==> config.mk <==
export PLATFORM = sky130hd
export DESIGN_NAME = rmq_front
export DESIGN_NICKNAME = d
export VERILOG_FILES = /design/src/rmq_pkg.sv /design/src/rmq_front.sv
export SDC_FILE = /design/constraint.sdc
export NUM_CORES = 1
export LEC_CHECK = 0
export BUFFER_PORTS_ARGS = -buffer_cell sky130_fd_sc_hd__buf_2
export CAP_MARGIN = 20
export CELL_PAD_IN_SITES_DETAIL_PLACEMENT = 0
export CELL_PAD_IN_SITES_GLOBAL_PLACEMENT = 1
export CORE_ASPECT_RATIO = 0.8
export CORE_MARGIN = 8
export CORE_UTILIZATION = 30
export DETAILED_ROUTE_END_ITERATION = 12
export GPL_TIMING_DRIVEN = 0
export PLACE_DENSITY = 0.62
export SYNTH_ARGS = -nofsm -noshare
export SYNTH_HDL_FRONTEND = slang
export SYNTH_SLANG_ARGS = --single-unit
export TNS_END_PERCENT = 1
==> constraint.sdc <==
create_clock -name i_clk -period 9.1 [get_ports i_clk]
set_input_delay 0.455 -clock i_clk [delete_from_list [all_inputs] [get_ports i_clk]]
set_output_delay 0.455 -clock i_clk [all_outputs]
set_load 0.02 [all_outputs]
==> src/rmq_pkg.sv <==
// Shared types, widths and helpers for the rotation matrix to quaternion pipeline.
package rmq_pkg;

    localparam int DATA_W        = 32;
    localparam int FRAC_BITS_DEF = 30;
    localparam int RAD_W         = 34;   // trace / radicand, exact sum of three elements
    localparam int NUM_W         = 33;   // pair sum or difference
    localparam int QUO_W         = 32;   // quotient magnitude, at most 2^31 since s >= 2*ONE
    localparam int LANES         = 3;    // off-diagonal components per item

    typedef struct packed {
        logic signed [DATA_W-1:0] r00;
        logic signed [DATA_W-1:0] r01;
        logic signed [DATA_W-1:0] r02;
        logic signed [DATA_W-1:0] r10;
        logic signed [DATA_W-1:0] r11;
        logic signed [DATA_W-1:0] r12;
        logic signed [DATA_W-1:0] r20;
        logic signed [DATA_W-1:0] r21;
        logic signed [DATA_W-1:0] r22;
    } t_mat;

    typedef struct packed {
        logic signed [DATA_W-1:0] quat_x;
        logic signed [DATA_W-1:0] quat_y;
        logic signed [DATA_W-1:0] quat_z;
        logic signed [DATA_W-1:0] quat_w;
        logic                     divide_error;
    } t_quat;

    // Which component is the diagonal one (s/4)
    typedef enum logic [1:0] {
        BR_W,
        BR_X,
        BR_Y,
        BR_Z
    } t_branch;

    // Lanes hold the three non-diagonal components in x, y, z, w order.
    typedef struct packed {
        t_branch                        br;
        logic [LANES-1:0][NUM_W-1:0]    num;
    } t_side;

    localparam logic [QUO_W:0] POS_LIM = (QUO_W+1)'((64'd1 << (DATA_W-1)) - 64'd1);
    localparam logic [QUO_W:0] NEG_LIM = (QUO_W+1)'(64'd1 << (DATA_W-1));

    function automatic logic [DATA_W-1:0] sat_out(input logic [QUO_W:0] mag, input logic neg);
        logic [QUO_W:0] negv;
        logic [DATA_W-1:0] res;
        negv = -mag;
        if (!neg) begin
            res = (mag > POS_LIM) ? DATA_W'(POS_LIM) : mag[DATA_W-1:0];
        end else begin
            res = (mag > NEG_LIM) ? DATA_W'(NEG_LIM) : negv[DATA_W-1:0];
        end
        return res;
    endfunction

endpackage

==> src/rmq_front.sv <==
// Input stage: trace, branch pick, radicand and off-diagonal numerators.
module rmq_front import rmq_pkg::*; #(
    parameter int FRAC_BITS = FRAC_BITS_DEF
) (
    input  logic             i_clk,
    input  logic             i_rst_n,
    input  logic             i_en,
    input  logic             i_valid,
    input  t_mat             i_mat,
    output logic             o_valid,
    output logic [RAD_W-1:0] o_rad,
    output t_side            o_side
);

    logic signed [RAD_W-1:0] m00, m11, m22, tr, n_rad_s;
    logic signed [RAD_W-1:0] one_v;
    logic signed [NUM_W-1:0] na, nb, nc, nd, ne, nf;
    t_side                   n_side;

    logic                    r_valid;
    logic [RAD_W-1:0]        r_rad;
    t_side                   r_side;

    always_comb begin
        one_v = RAD_W'(1) << FRAC_BITS;
        m00   = RAD_W'(i_mat.r00);
        m11   = RAD_W'(i_mat.r11);
        m22   = RAD_W'(i_mat.r22);
        tr    = m00 + m11 + m22;
        na    = NUM_W'(i_mat.r21) - NUM_W'(i_mat.r12);
        nb    = NUM_W'(i_mat.r02) - NUM_W'(i_mat.r20);
        nc    = NUM_W'(i_mat.r10) - NUM_W'(i_mat.r01);
        nd    = NUM_W'(i_mat.r01) + NUM_W'(i_mat.r10);
        ne    = NUM_W'(i_mat.r02) + NUM_W'(i_mat.r20);
        nf    = NUM_W'(i_mat.r12) + NUM_W'(i_mat.r21);
        if (tr > 0) begin
            n_rad_s       = tr + one_v;
            n_side.br     = BR_W;
            n_side.num[0] = na;
            n_side.num[1] = nb;
            n_side.num[2] = nc;
        end else if (m00 > m11 && m00 > m22) begin
            n_rad_s       = one_v + m00 - m11 - m22;
            n_side.br     = BR_X;
            n_side.num[0] = nd;
            n_side.num[1] = ne;
            n_side.num[2] = na;
        end else if (m11 > m22) begin
            n_rad_s       = one_v + m11 - m00 - m22;
            n_side.br     = BR_Y;
            n_side.num[0] = nd;
            n_side.num[1] = nf;
            n_side.num[2] = nb;
        end else begin
            n_rad_s       = one_v + m22 - m00 - m11;
            n_side.br     = BR_Z;
            n_side.num[0] = ne;
            n_side.num[1] = nf;
            n_side.num[2] = nc;
        end
    end

    always_ff @(posedge i_clk) begin
        if (!i_rst_n) begin
            r_valid <= 1'b0;
        end else if (i_en) begin
            r_valid <= i_valid;
        end
    end

    always_ff @(posedge i_clk) begin
        if (i_en) begin
            r_rad  <= n_rad_s;
            r_side <= n_side;
        end
    end

    assign o_valid = r_valid;
    assign o_rad   = r_rad;
    assign o_side  = r_side;

endmodule

---- Yosys cells after proc, flatten, opt, wreduce, memory -nomap -nowiden ----
Index checks and enable logic that the tools add are counted.
storage, ports and cells
  register bits ........................... 136
  input bits .............................. 292
  output and inout bits ................... 136
  word-level logic and storage cells ...... 37
cells by class
  add/sub/neg operators ................... 18
  $lt $le $gt $ge ......................... 4
  mux-type cells .......................... 6
  reductions and logical operators ........ 2
operator list
  kind                                                 number
  two-way mux 100 bit                                  2
  adder 32 x 32 -> 33 bit                              4
  two-way mux 34 bit                                   3
  subtractor 33 x 32 -> 34 bit                         3
  subtractor 34 x 32 -> 34 bit                         3
  adder 32 x 32 -> 33 bit, first input constant        3
  two-way mux 99 bit                                   1
  subtractor 32 x 32 -> 33 bit                         3
  > comparator 32 bit                                  3
  adder 33 x 32 -> 34 bit                              1
  adder 34 x 32 -> 34 bit, second input constant       1
  > comparator 34 x 1 -> 1 bit, second input constant  1
  OR reduction 2 bit                                   1
  logical AND 1 bit                                    1

---- Longest topological paths before layout ----
Gate-level depths: netlist (run 1).
  depth in word-level cells ............... 6
  depth in mapped cells ................... 31
  gate-level depth less buffers ........... 26

---- Least setup slack after synthesis (run 1) ----
No wires, ideal clock.
  path type ............................... in2reg
  start ................................... in i_mat[11] in the netlist's numbering
  end ..................................... reg r_rad[16] (netlist: o_rad[16]), data pin
  library setup time ...................... 0.260 ns
  arrival ................................. 5.799 ns
  data required time ...................... 8.840 ns
  path slack .............................. 3.041 ns
  stages .................................. 28
  path buffers ............................ 4
  cell sequence ........................... inv_1 fa_1 inv_1 ha_1 buf_6 a21o_4 a31o_4 o31a_1 or2_2 clkbuf_1 a21boi_0 o21bai_1 a21oi_1 xnor2_1 inv_1 ha_1 nand4_1 a31oi_1 o2111ai_1 nor4_1 nand4_1 or4_1 nor4_4 a21oi_2 buf_6 inv_2 buf_2 mux2_2
between the ends
  longest elaborated chain between the ends .. 6
  elaborated cells on any way between the ends .. 14
  those cells by class .................... 7 x add/sub; 3 x order compare; 3 x mux; 1 x reduce/logical
RTL lines
  what                          RTL line         text
  start, declared               rmq_front.sv:9   input t_mat i_mat,
  adder 32 x 32 -> 33 bit       rmq_front.sv:55  n_rad_s = one_v + m22 - m00 - m11;
  subtractor 33 x 32 -> 34 bit  rmq_front.sv:55
  subtractor 34 x 32 -> 34 bit  rmq_front.sv:55
  two-way mux 34 bit            rmq_front.sv:48  end else if (m11 > m22) begin
  two-way mux 34 bit            rmq_front.sv:42  end else if (m00 > m11 && m00 > m22) begin
  two-way mux 34 bit (*)        rmq_front.sv:36  if (tr > 0) begin
  named net n_rad_s[16]         rmq_front.sv:15  logic signed [RAD_W-1:0] m00, m11, m22, tr, n_rad_s;
  end signal, assigned          rmq_front.sv:73  r_rad <= n_rad_s;
  end, declared                 rmq_front.sv:21  logic [RAD_W-1:0] r_rad;
Mark *: on every way through the listed nets, which the timed path passes. The rest lies on a longest branch.
A chain may end at the register's enable or synchronous reset.

==> results.sh, run 1 <==
export IMPL_outcome="finished clean"
export IMPL_dp_cells=5463
export IMPL_port_buffers=427
export IMPL_postSynthAreaPerCell_sq_um=8.24
export IMPL_start_kind="input port"
export IMPL_vias_per_cell=5.21
export IMPL_yosys_warnings=0
export IMPL_antenna_found_initial=54
export IMPL_setup_viol=0
export IMPL_drive_above_1_share_pct=13.2
export IMPL_clock_latency_ns=0.53
export IMPL_final_setup_skew_ns=0
export IMPL_grt_start_max_net_pins=79
export IMPL_worstPathArrival_ns=8.14
export IMPL_start_util_pct=30.3
export IMPL_slowest_delay_ns=0.57
export IMPL_synth_edf_count=135
export IMPL_antenna_left=0
export IMPL_grt_pass1_wl_mm=192
export IMPL_num_io_pins=428
export IMPL_wl_per_cell_um=24.4
export IMPL_clk_pin_slew_ns=0.07
export IMPL_grt_setup_unrepaired="false"
export IMPL_hp_class="input port to register"
export IMPL_syn_inst=3696
export IMPL_critical_path_top_delay_family="compound AO/OA/AOI/OAI gates"
export IMPL_finalCritPeriodShare_pct=86.5
export IMPL_tns_ns=0
export IMPL_drt_wl_total_mm=135
export IMPL_die_h_um=301
export IMPL_ir_worst_vdd_mv=0.181
export IMPL_path_class="input port to register"
export IMPL_drv_slew=0
export IMPL_syn_to_final_growth_pct=15.4
export IMPL_htree_levels=4
export IMPL_core_area_sq_mm=0.101
export IMPL_yosys_area_top_type="ha_1"
export IMPL_synth_top_cell_area_share_pct=24.7
export IMPL_synth_flop_cell="edfxtp_1"
export IMPL_fin_nets=5189
export IMPL_synth_cell_types=92
export IMPL_grt_pass1_vias=27780
export IMPL_grt_overflow=0
export IMPL_cpMostUsedCell="inv_1"
export IMPL_syn_num_nets=4727
export IMPL_cts_sinks=136
export IMPL_place_gp_congestion=0.932
export IMPL_cp_max_fo=10
export IMPL_worst_path_buf_inv=7
export IMPL_tightest_slew_ns=1.22
export IMPL_cap_violations=0
export IMPL_grt_util_all_layers_pct=23.3
export IMPL_p_per_area_mw_per_mm2=178
export IMPL_route_detailed_drc=0
export IMPL_cts_buffers=17
export IMPL_synth_yosys_seq_area_share_pct=13.4
export IMPL_fmax_mhz=127
export IMPL_hpwlAfterDp_mm=116
export IMPL_die_x_um=372
export IMPL_fin_hold_ws_ns=0.126
export IMPL_relSlewSlack_pct=18.4
export IMPL_p_leak_nw=16.7
export IMPL_root_buffer="clkbuf_16"
export IMPL_dieArea_sq_mm=0.112
export IMPL_ctsHoldBuffers=0
export IMPL_synth_area_leaders="ha_1 25%, edfxtp_1 13%, fa_1 9.1%"
export IMPL_ys_async_sr_fraction_pct=0
export IMPL_cts_resized_gates=0
export IMPL_firstDrtPassIters=5
export IMPL_cts_tree="done"
export IMPL_drt_initial_drc_count=2427
export IMPL_cts_setup_buffers=0
export IMPL_synth_area_sq_mm=0.0304
export IMPL_finalPower_mw=6.25
export IMPL_crit_slowest_cell="or4_1"
export IMPL_required_ns=9.37
export IMPL_finalHoldViolCount=0
export IMPL_min_period_ns=7.88
export IMPL_fillerInstances=10822
export IMPL_vias=28775
export IMPL_ys_seq_elements=136
export IMPL_rows=104
export IMPL_clockBufferDepth=2
export IMPL_stdcell_count=5521
export IMPL_cp_end_kind="register"
[sequential cells by signal, indices dropped and copies added (netlist names)]
signal / flops
o_rad: 34
o_valid: 1
o_side: 101
[report_power, final]
group,switching (mW),total [mW],internal [mW]
Sequential,0.0670,1.04,0.969
Clock,0.366,0.768,0.402
Combinational,2.93,4.44,1.51
Total,3.36,6.25,2.88
[through the flow]
stage / utilization, % / setup slack (ns) / area, sq um
final: 34.9 / 1.22 / 35100
after global routing: 34.9 / 0.815 / 35100
after global placement: 34.0 / 0.269 / 34200
after detailed placement: 34.3 / 0.650 / 34500
after CTS: 34.9 / 1.21 / 35100
after floorplan: - / 3.04 / 30400
[per-layer routing]
layer	part of all wire, %	vias up	track usage, %
li1	-	13900	-
met1	49	13767	34.7
met2	40	967	33.1
met3	8.8	105	6.87
met4	1.3	36	3.92
met5	0.17	-	0
[final cells by class]
| class | count | area (sq um) | share of cell area (%) |
|---|---|---|---|
| timing repair buffer | 443 | 2390 | 6.80 |
| inverter | 409 | 1540 | 4.37 |
| clock buffer | 17 | 425 | 1.21 |
| sequential | 136 | 4070 | 11.6 |
| antenna | 25 | 62.6 | 0.178 |
| clock inverter | 15 | 151 | 0.431 |
| tap | 1325 | 1660 | 4.72 |
| buffer | 132 | 557 | 1.58 |
| multi-input combinational | 3019 | 24300 | 69.1 |
[Yosys cell counts, drive strengths merged (51+ instances only)]
library cell	count
o21bai	75
ha	601
a21oi	351
nor3	63
edfxtp	135
nor2	296
o21ai	227
clkbuf	109
a21o	103
fa	138
inv	404
xor2	78
xnor2	193
nand2	200
nand2b	51
[cell usage in the layout (no fill, tap or decap), drive strengths merged, types with 41 or more instances in the layout]
cell	instances
xnor2	193
nor3	63
inv	407
nor2	296
fa	138
edfxtp	135
nand2	200
a21oi	351
xor2	78
a211oi	41
a21o	103
o21bai	75
nand3	46
buf	466
clkbuf	126
nand2b	51
o21ai	227
ha	601
[cell families after synthesis]
group,after synthesis,synth area share [%]
flops,136,13.4
buf+inv,541,6.87
fa+ha+maj,739,33.8
simple gates,841,13.1
xor+xnor,271,7.80
compound gates,1120,23.5
mux,48,1.64
[path summary, 6_finish.rpt]
kind,slack (ns),cells after the start,endpoint,from
worst max-delay path,1.22,28,o_side[55],i_mat[5]
worst min-delay path,0.13,2,o_valid,i_rst_n
worst max register to register,8.52,2,o_valid,o_valid
worst min register to register,0.51,2,o_valid,o_valid
Power figures use the tool's default switching activity.
==> run 2: changes to the inputs <==
--- a/config.mk
+++ b/config.mk
@@ -13,6 +13,7 @@
 export CORE_MARGIN = 8
 export CORE_UTILIZATION = 30
 export DETAILED_ROUTE_END_ITERATION = 12
+export GPL_ROUTABILITY_DRIVEN = 0
 export GPL_TIMING_DRIVEN = 0
 export PLACE_DENSITY = 0.62
 export SYNTH_ARGS = -nofsm -noshare
==> constraint.sdc (replaced) <==
create_clock -name i_clk -period 10.1 [get_ports i_clk]
set_input_delay 0.505 -clock i_clk [delete_from_list [all_inputs] [get_ports i_clk]]
set_output_delay 0.505 -clock i_clk [all_outputs]
set_load 0.02 [all_outputs]
==> results.sh, run 2 (synthesized netlist as in run 1, its figures left out) <==
export IMPL_swShare_pct=53.0
export IMPL_p_per_area_mw_per_mm2=162
export IMPL_drt_initial_drc_count=2645
export IMPL_grt_util_all_layers_pct=23.2
export IMPL_fin_nets=5188
export IMPL_cts_sinks=136
export IMPL_path_class="input port to register"
export IMPL_regArea_sq_mm=0.00407
export IMPL_critical_path_top_delay_family="compound AO/OA/AOI/OAI gates"
export IMPL_grt_pass1_wl_mm=191
export IMPL_p_seq_share_pct=16.4
export IMPL_route_detailed_drc=0
export IMPL_cp_max_fo=10
export IMPL_clockBufferDepth=2
export IMPL_cap_violations=0
export IMPL_cell_internal_pwr_mw=2.68
export IMPL_clk_pin_slew_ns=0.07
export IMPL_hpwlAfterDp_mm=115
export IMPL_crit_slowest_cell="fa_1"
export IMPL_fmax_mhz=124
export IMPL_switching_power_mw=3.02
export IMPL_finalCritPeriodShare_pct=79.8
export IMPL_p_leak_nw=16.7
export IMPL_die_h_um=301
export IMPL_antenna_left=0
export IMPL_cts_tree="done"
export IMPL_cpMostUsedCell="inv_1"
export IMPL_worstPathArrival_ns=8.30
export IMPL_ir_worst_vdd_mv=0.158
export IMPL_setup_ws_ns=2.04
export IMPL_grt_start_max_net_pins=78
export IMPL_cts_resized_gates=0
export IMPL_dieArea_sq_mm=0.112
export IMPL_antenna_found_initial=52
export IMPL_place_ws_ns=1.44
export IMPL_min_period_ns=8.06
export IMPL_firstDrtPassIters=6
export IMPL_finalHoldViolCount=0
export IMPL_core_area_sq_mm=0.101
export IMPL_drt_wl_total_mm=135
export IMPL_htree_levels=4
export IMPL_rows=104
export IMPL_multi_input_area_sq_mm=0.0243
export IMPL_outcome="finished clean"
export IMPL_layout_commonest_cell="ha_1"
export IMPL_vias_per_cell=5.21
export IMPL_drive_above_1_share_pct=13.2
export IMPL_hp_class="input port to register"
export IMPL_grt_setup_unrepaired="false"
export IMPL_syn_to_final_growth_pct=15.7
export IMPL_slowest_delay_ns=0.57
export IMPL_start_util_pct=30.3
export IMPL_tns_ns=0
export IMPL_clock_latency_ns=0.52
export IMPL_die_x_um=372
export IMPL_relSlewSlack_pct=20.2
export IMPL_clkPwrFrac_pct=13.6
export IMPL_setup_viol=0
export IMPL_wl_per_cell_um=24.4
export IMPL_required_ns=10.35
export IMPL_port_buffers=427
export IMPL_cts_buffers=17
export IMPL_num_io_pins=428
export IMPL_vias=28747
export IMPL_worst_path_buf_inv=8
export IMPL_grt_pass1_vias=27784
export IMPL_drv_slew=0
export IMPL_fillerInstances=10799
export IMPL_final_setup_skew_ns=0
export IMPL_ctsHoldBuffers=0
export IMPL_layout_common_cells="601 x ha_1, 442 x buf_2, 403 x inv_1"
export IMPL_tightest_slew_ns=1.20
export IMPL_cp_end_kind="register"
export IMPL_root_buffer="clkbuf_16"
export IMPL_grt_overflow=0
export IMPL_largest_reg_flops=101
export IMPL_cts_setup_buffers=0
export IMPL_start_kind="input port"
export IMPL_p_comb_share_pct=69.9
run 2: changes by cell type in the layout (fill, tap and decap cells not counted):
cell	delta
buf_6	-1
clkinv_1	-3
inv_6	+1
clkinvlp_4	-2
clkinv_4	-1
inv_8	+2
clkbuf_2	+1
bufinv_16	+3
clkbuf_1	-1
diode_2	-2
run 2: final timing paths:
kind	from	cells after the start	slack, ns	to
max	i_mat[9]	30	2.04	o_side[55]
min	i_rst_n	2	0.21	o_valid
max reg2reg	o_valid	2	9.51	o_valid
min reg2reg	o_valid	2	0.52	o_valid
run 2: cell type report:
type                    count  share of cell area, %
multi-input cells        3019                   69.0
clock inverters            15                  0.675
flip-flops and latches    136                   11.6
plain buffers             132                   1.58
diodes                     23                  0.163
well taps                1325                   4.71
repair buffers            442                   6.76
inverters                 409                   4.36
clock buffers              17                   1.21
run 2: worst reg2reg max path, cell delays in order, from the launching register on:
cell	delay (ns)
dfxtp_1	0.31
mux2i_1	0.12
nor2b_1	0.06
run 2: per-layer routing:
layer  global-route usage (%)  part of all wire [%]  vias to the layer above
li1                         -                     -                    13886
met1                     34.7                    49                    13770
met2                     33.3                    41                      954
met3                     6.30                   8.9                       99
met4                     3.84                   1.2                       38
met5                        0                  0.18                        -
run 2: power groups by stage:
stage / clock network [mW] / logic, mW / registers, mW
6_report: 0.778 / 3.99 / 0.937
3_5_place_dp: 0 / 3.92 / 0.952
3_3_place_gp: 0 / 3.90 / 0.951
4_1_cts: 0.807 / 3.94 / 0.941
2_1_floorplan: 0 / 2.22 / 1.15
5_1_grt: 0.820 / 4.30 / 0.950
run 2: stage by stage:
step / hold WS [ns] / power [mW] / utilization [%] / std cells / cell area [sq um]
CTS: 0.154 / 5.69 / 34.9 / 5493 / 35100
finish: 0.209 / 5.70 / 35.0 / 5518 / 35200
floorplan: 0.589 / 3.37 / - / 3696 / 30400
global route: 0.189 / 6.07 / 35.0 / 5498 / 35200
global placement: 0.497 / 4.85 / 34.0 / 5448 / 34200
detailed placement: 0.513 / 4.87 / 34.3 / 5461 / 34500
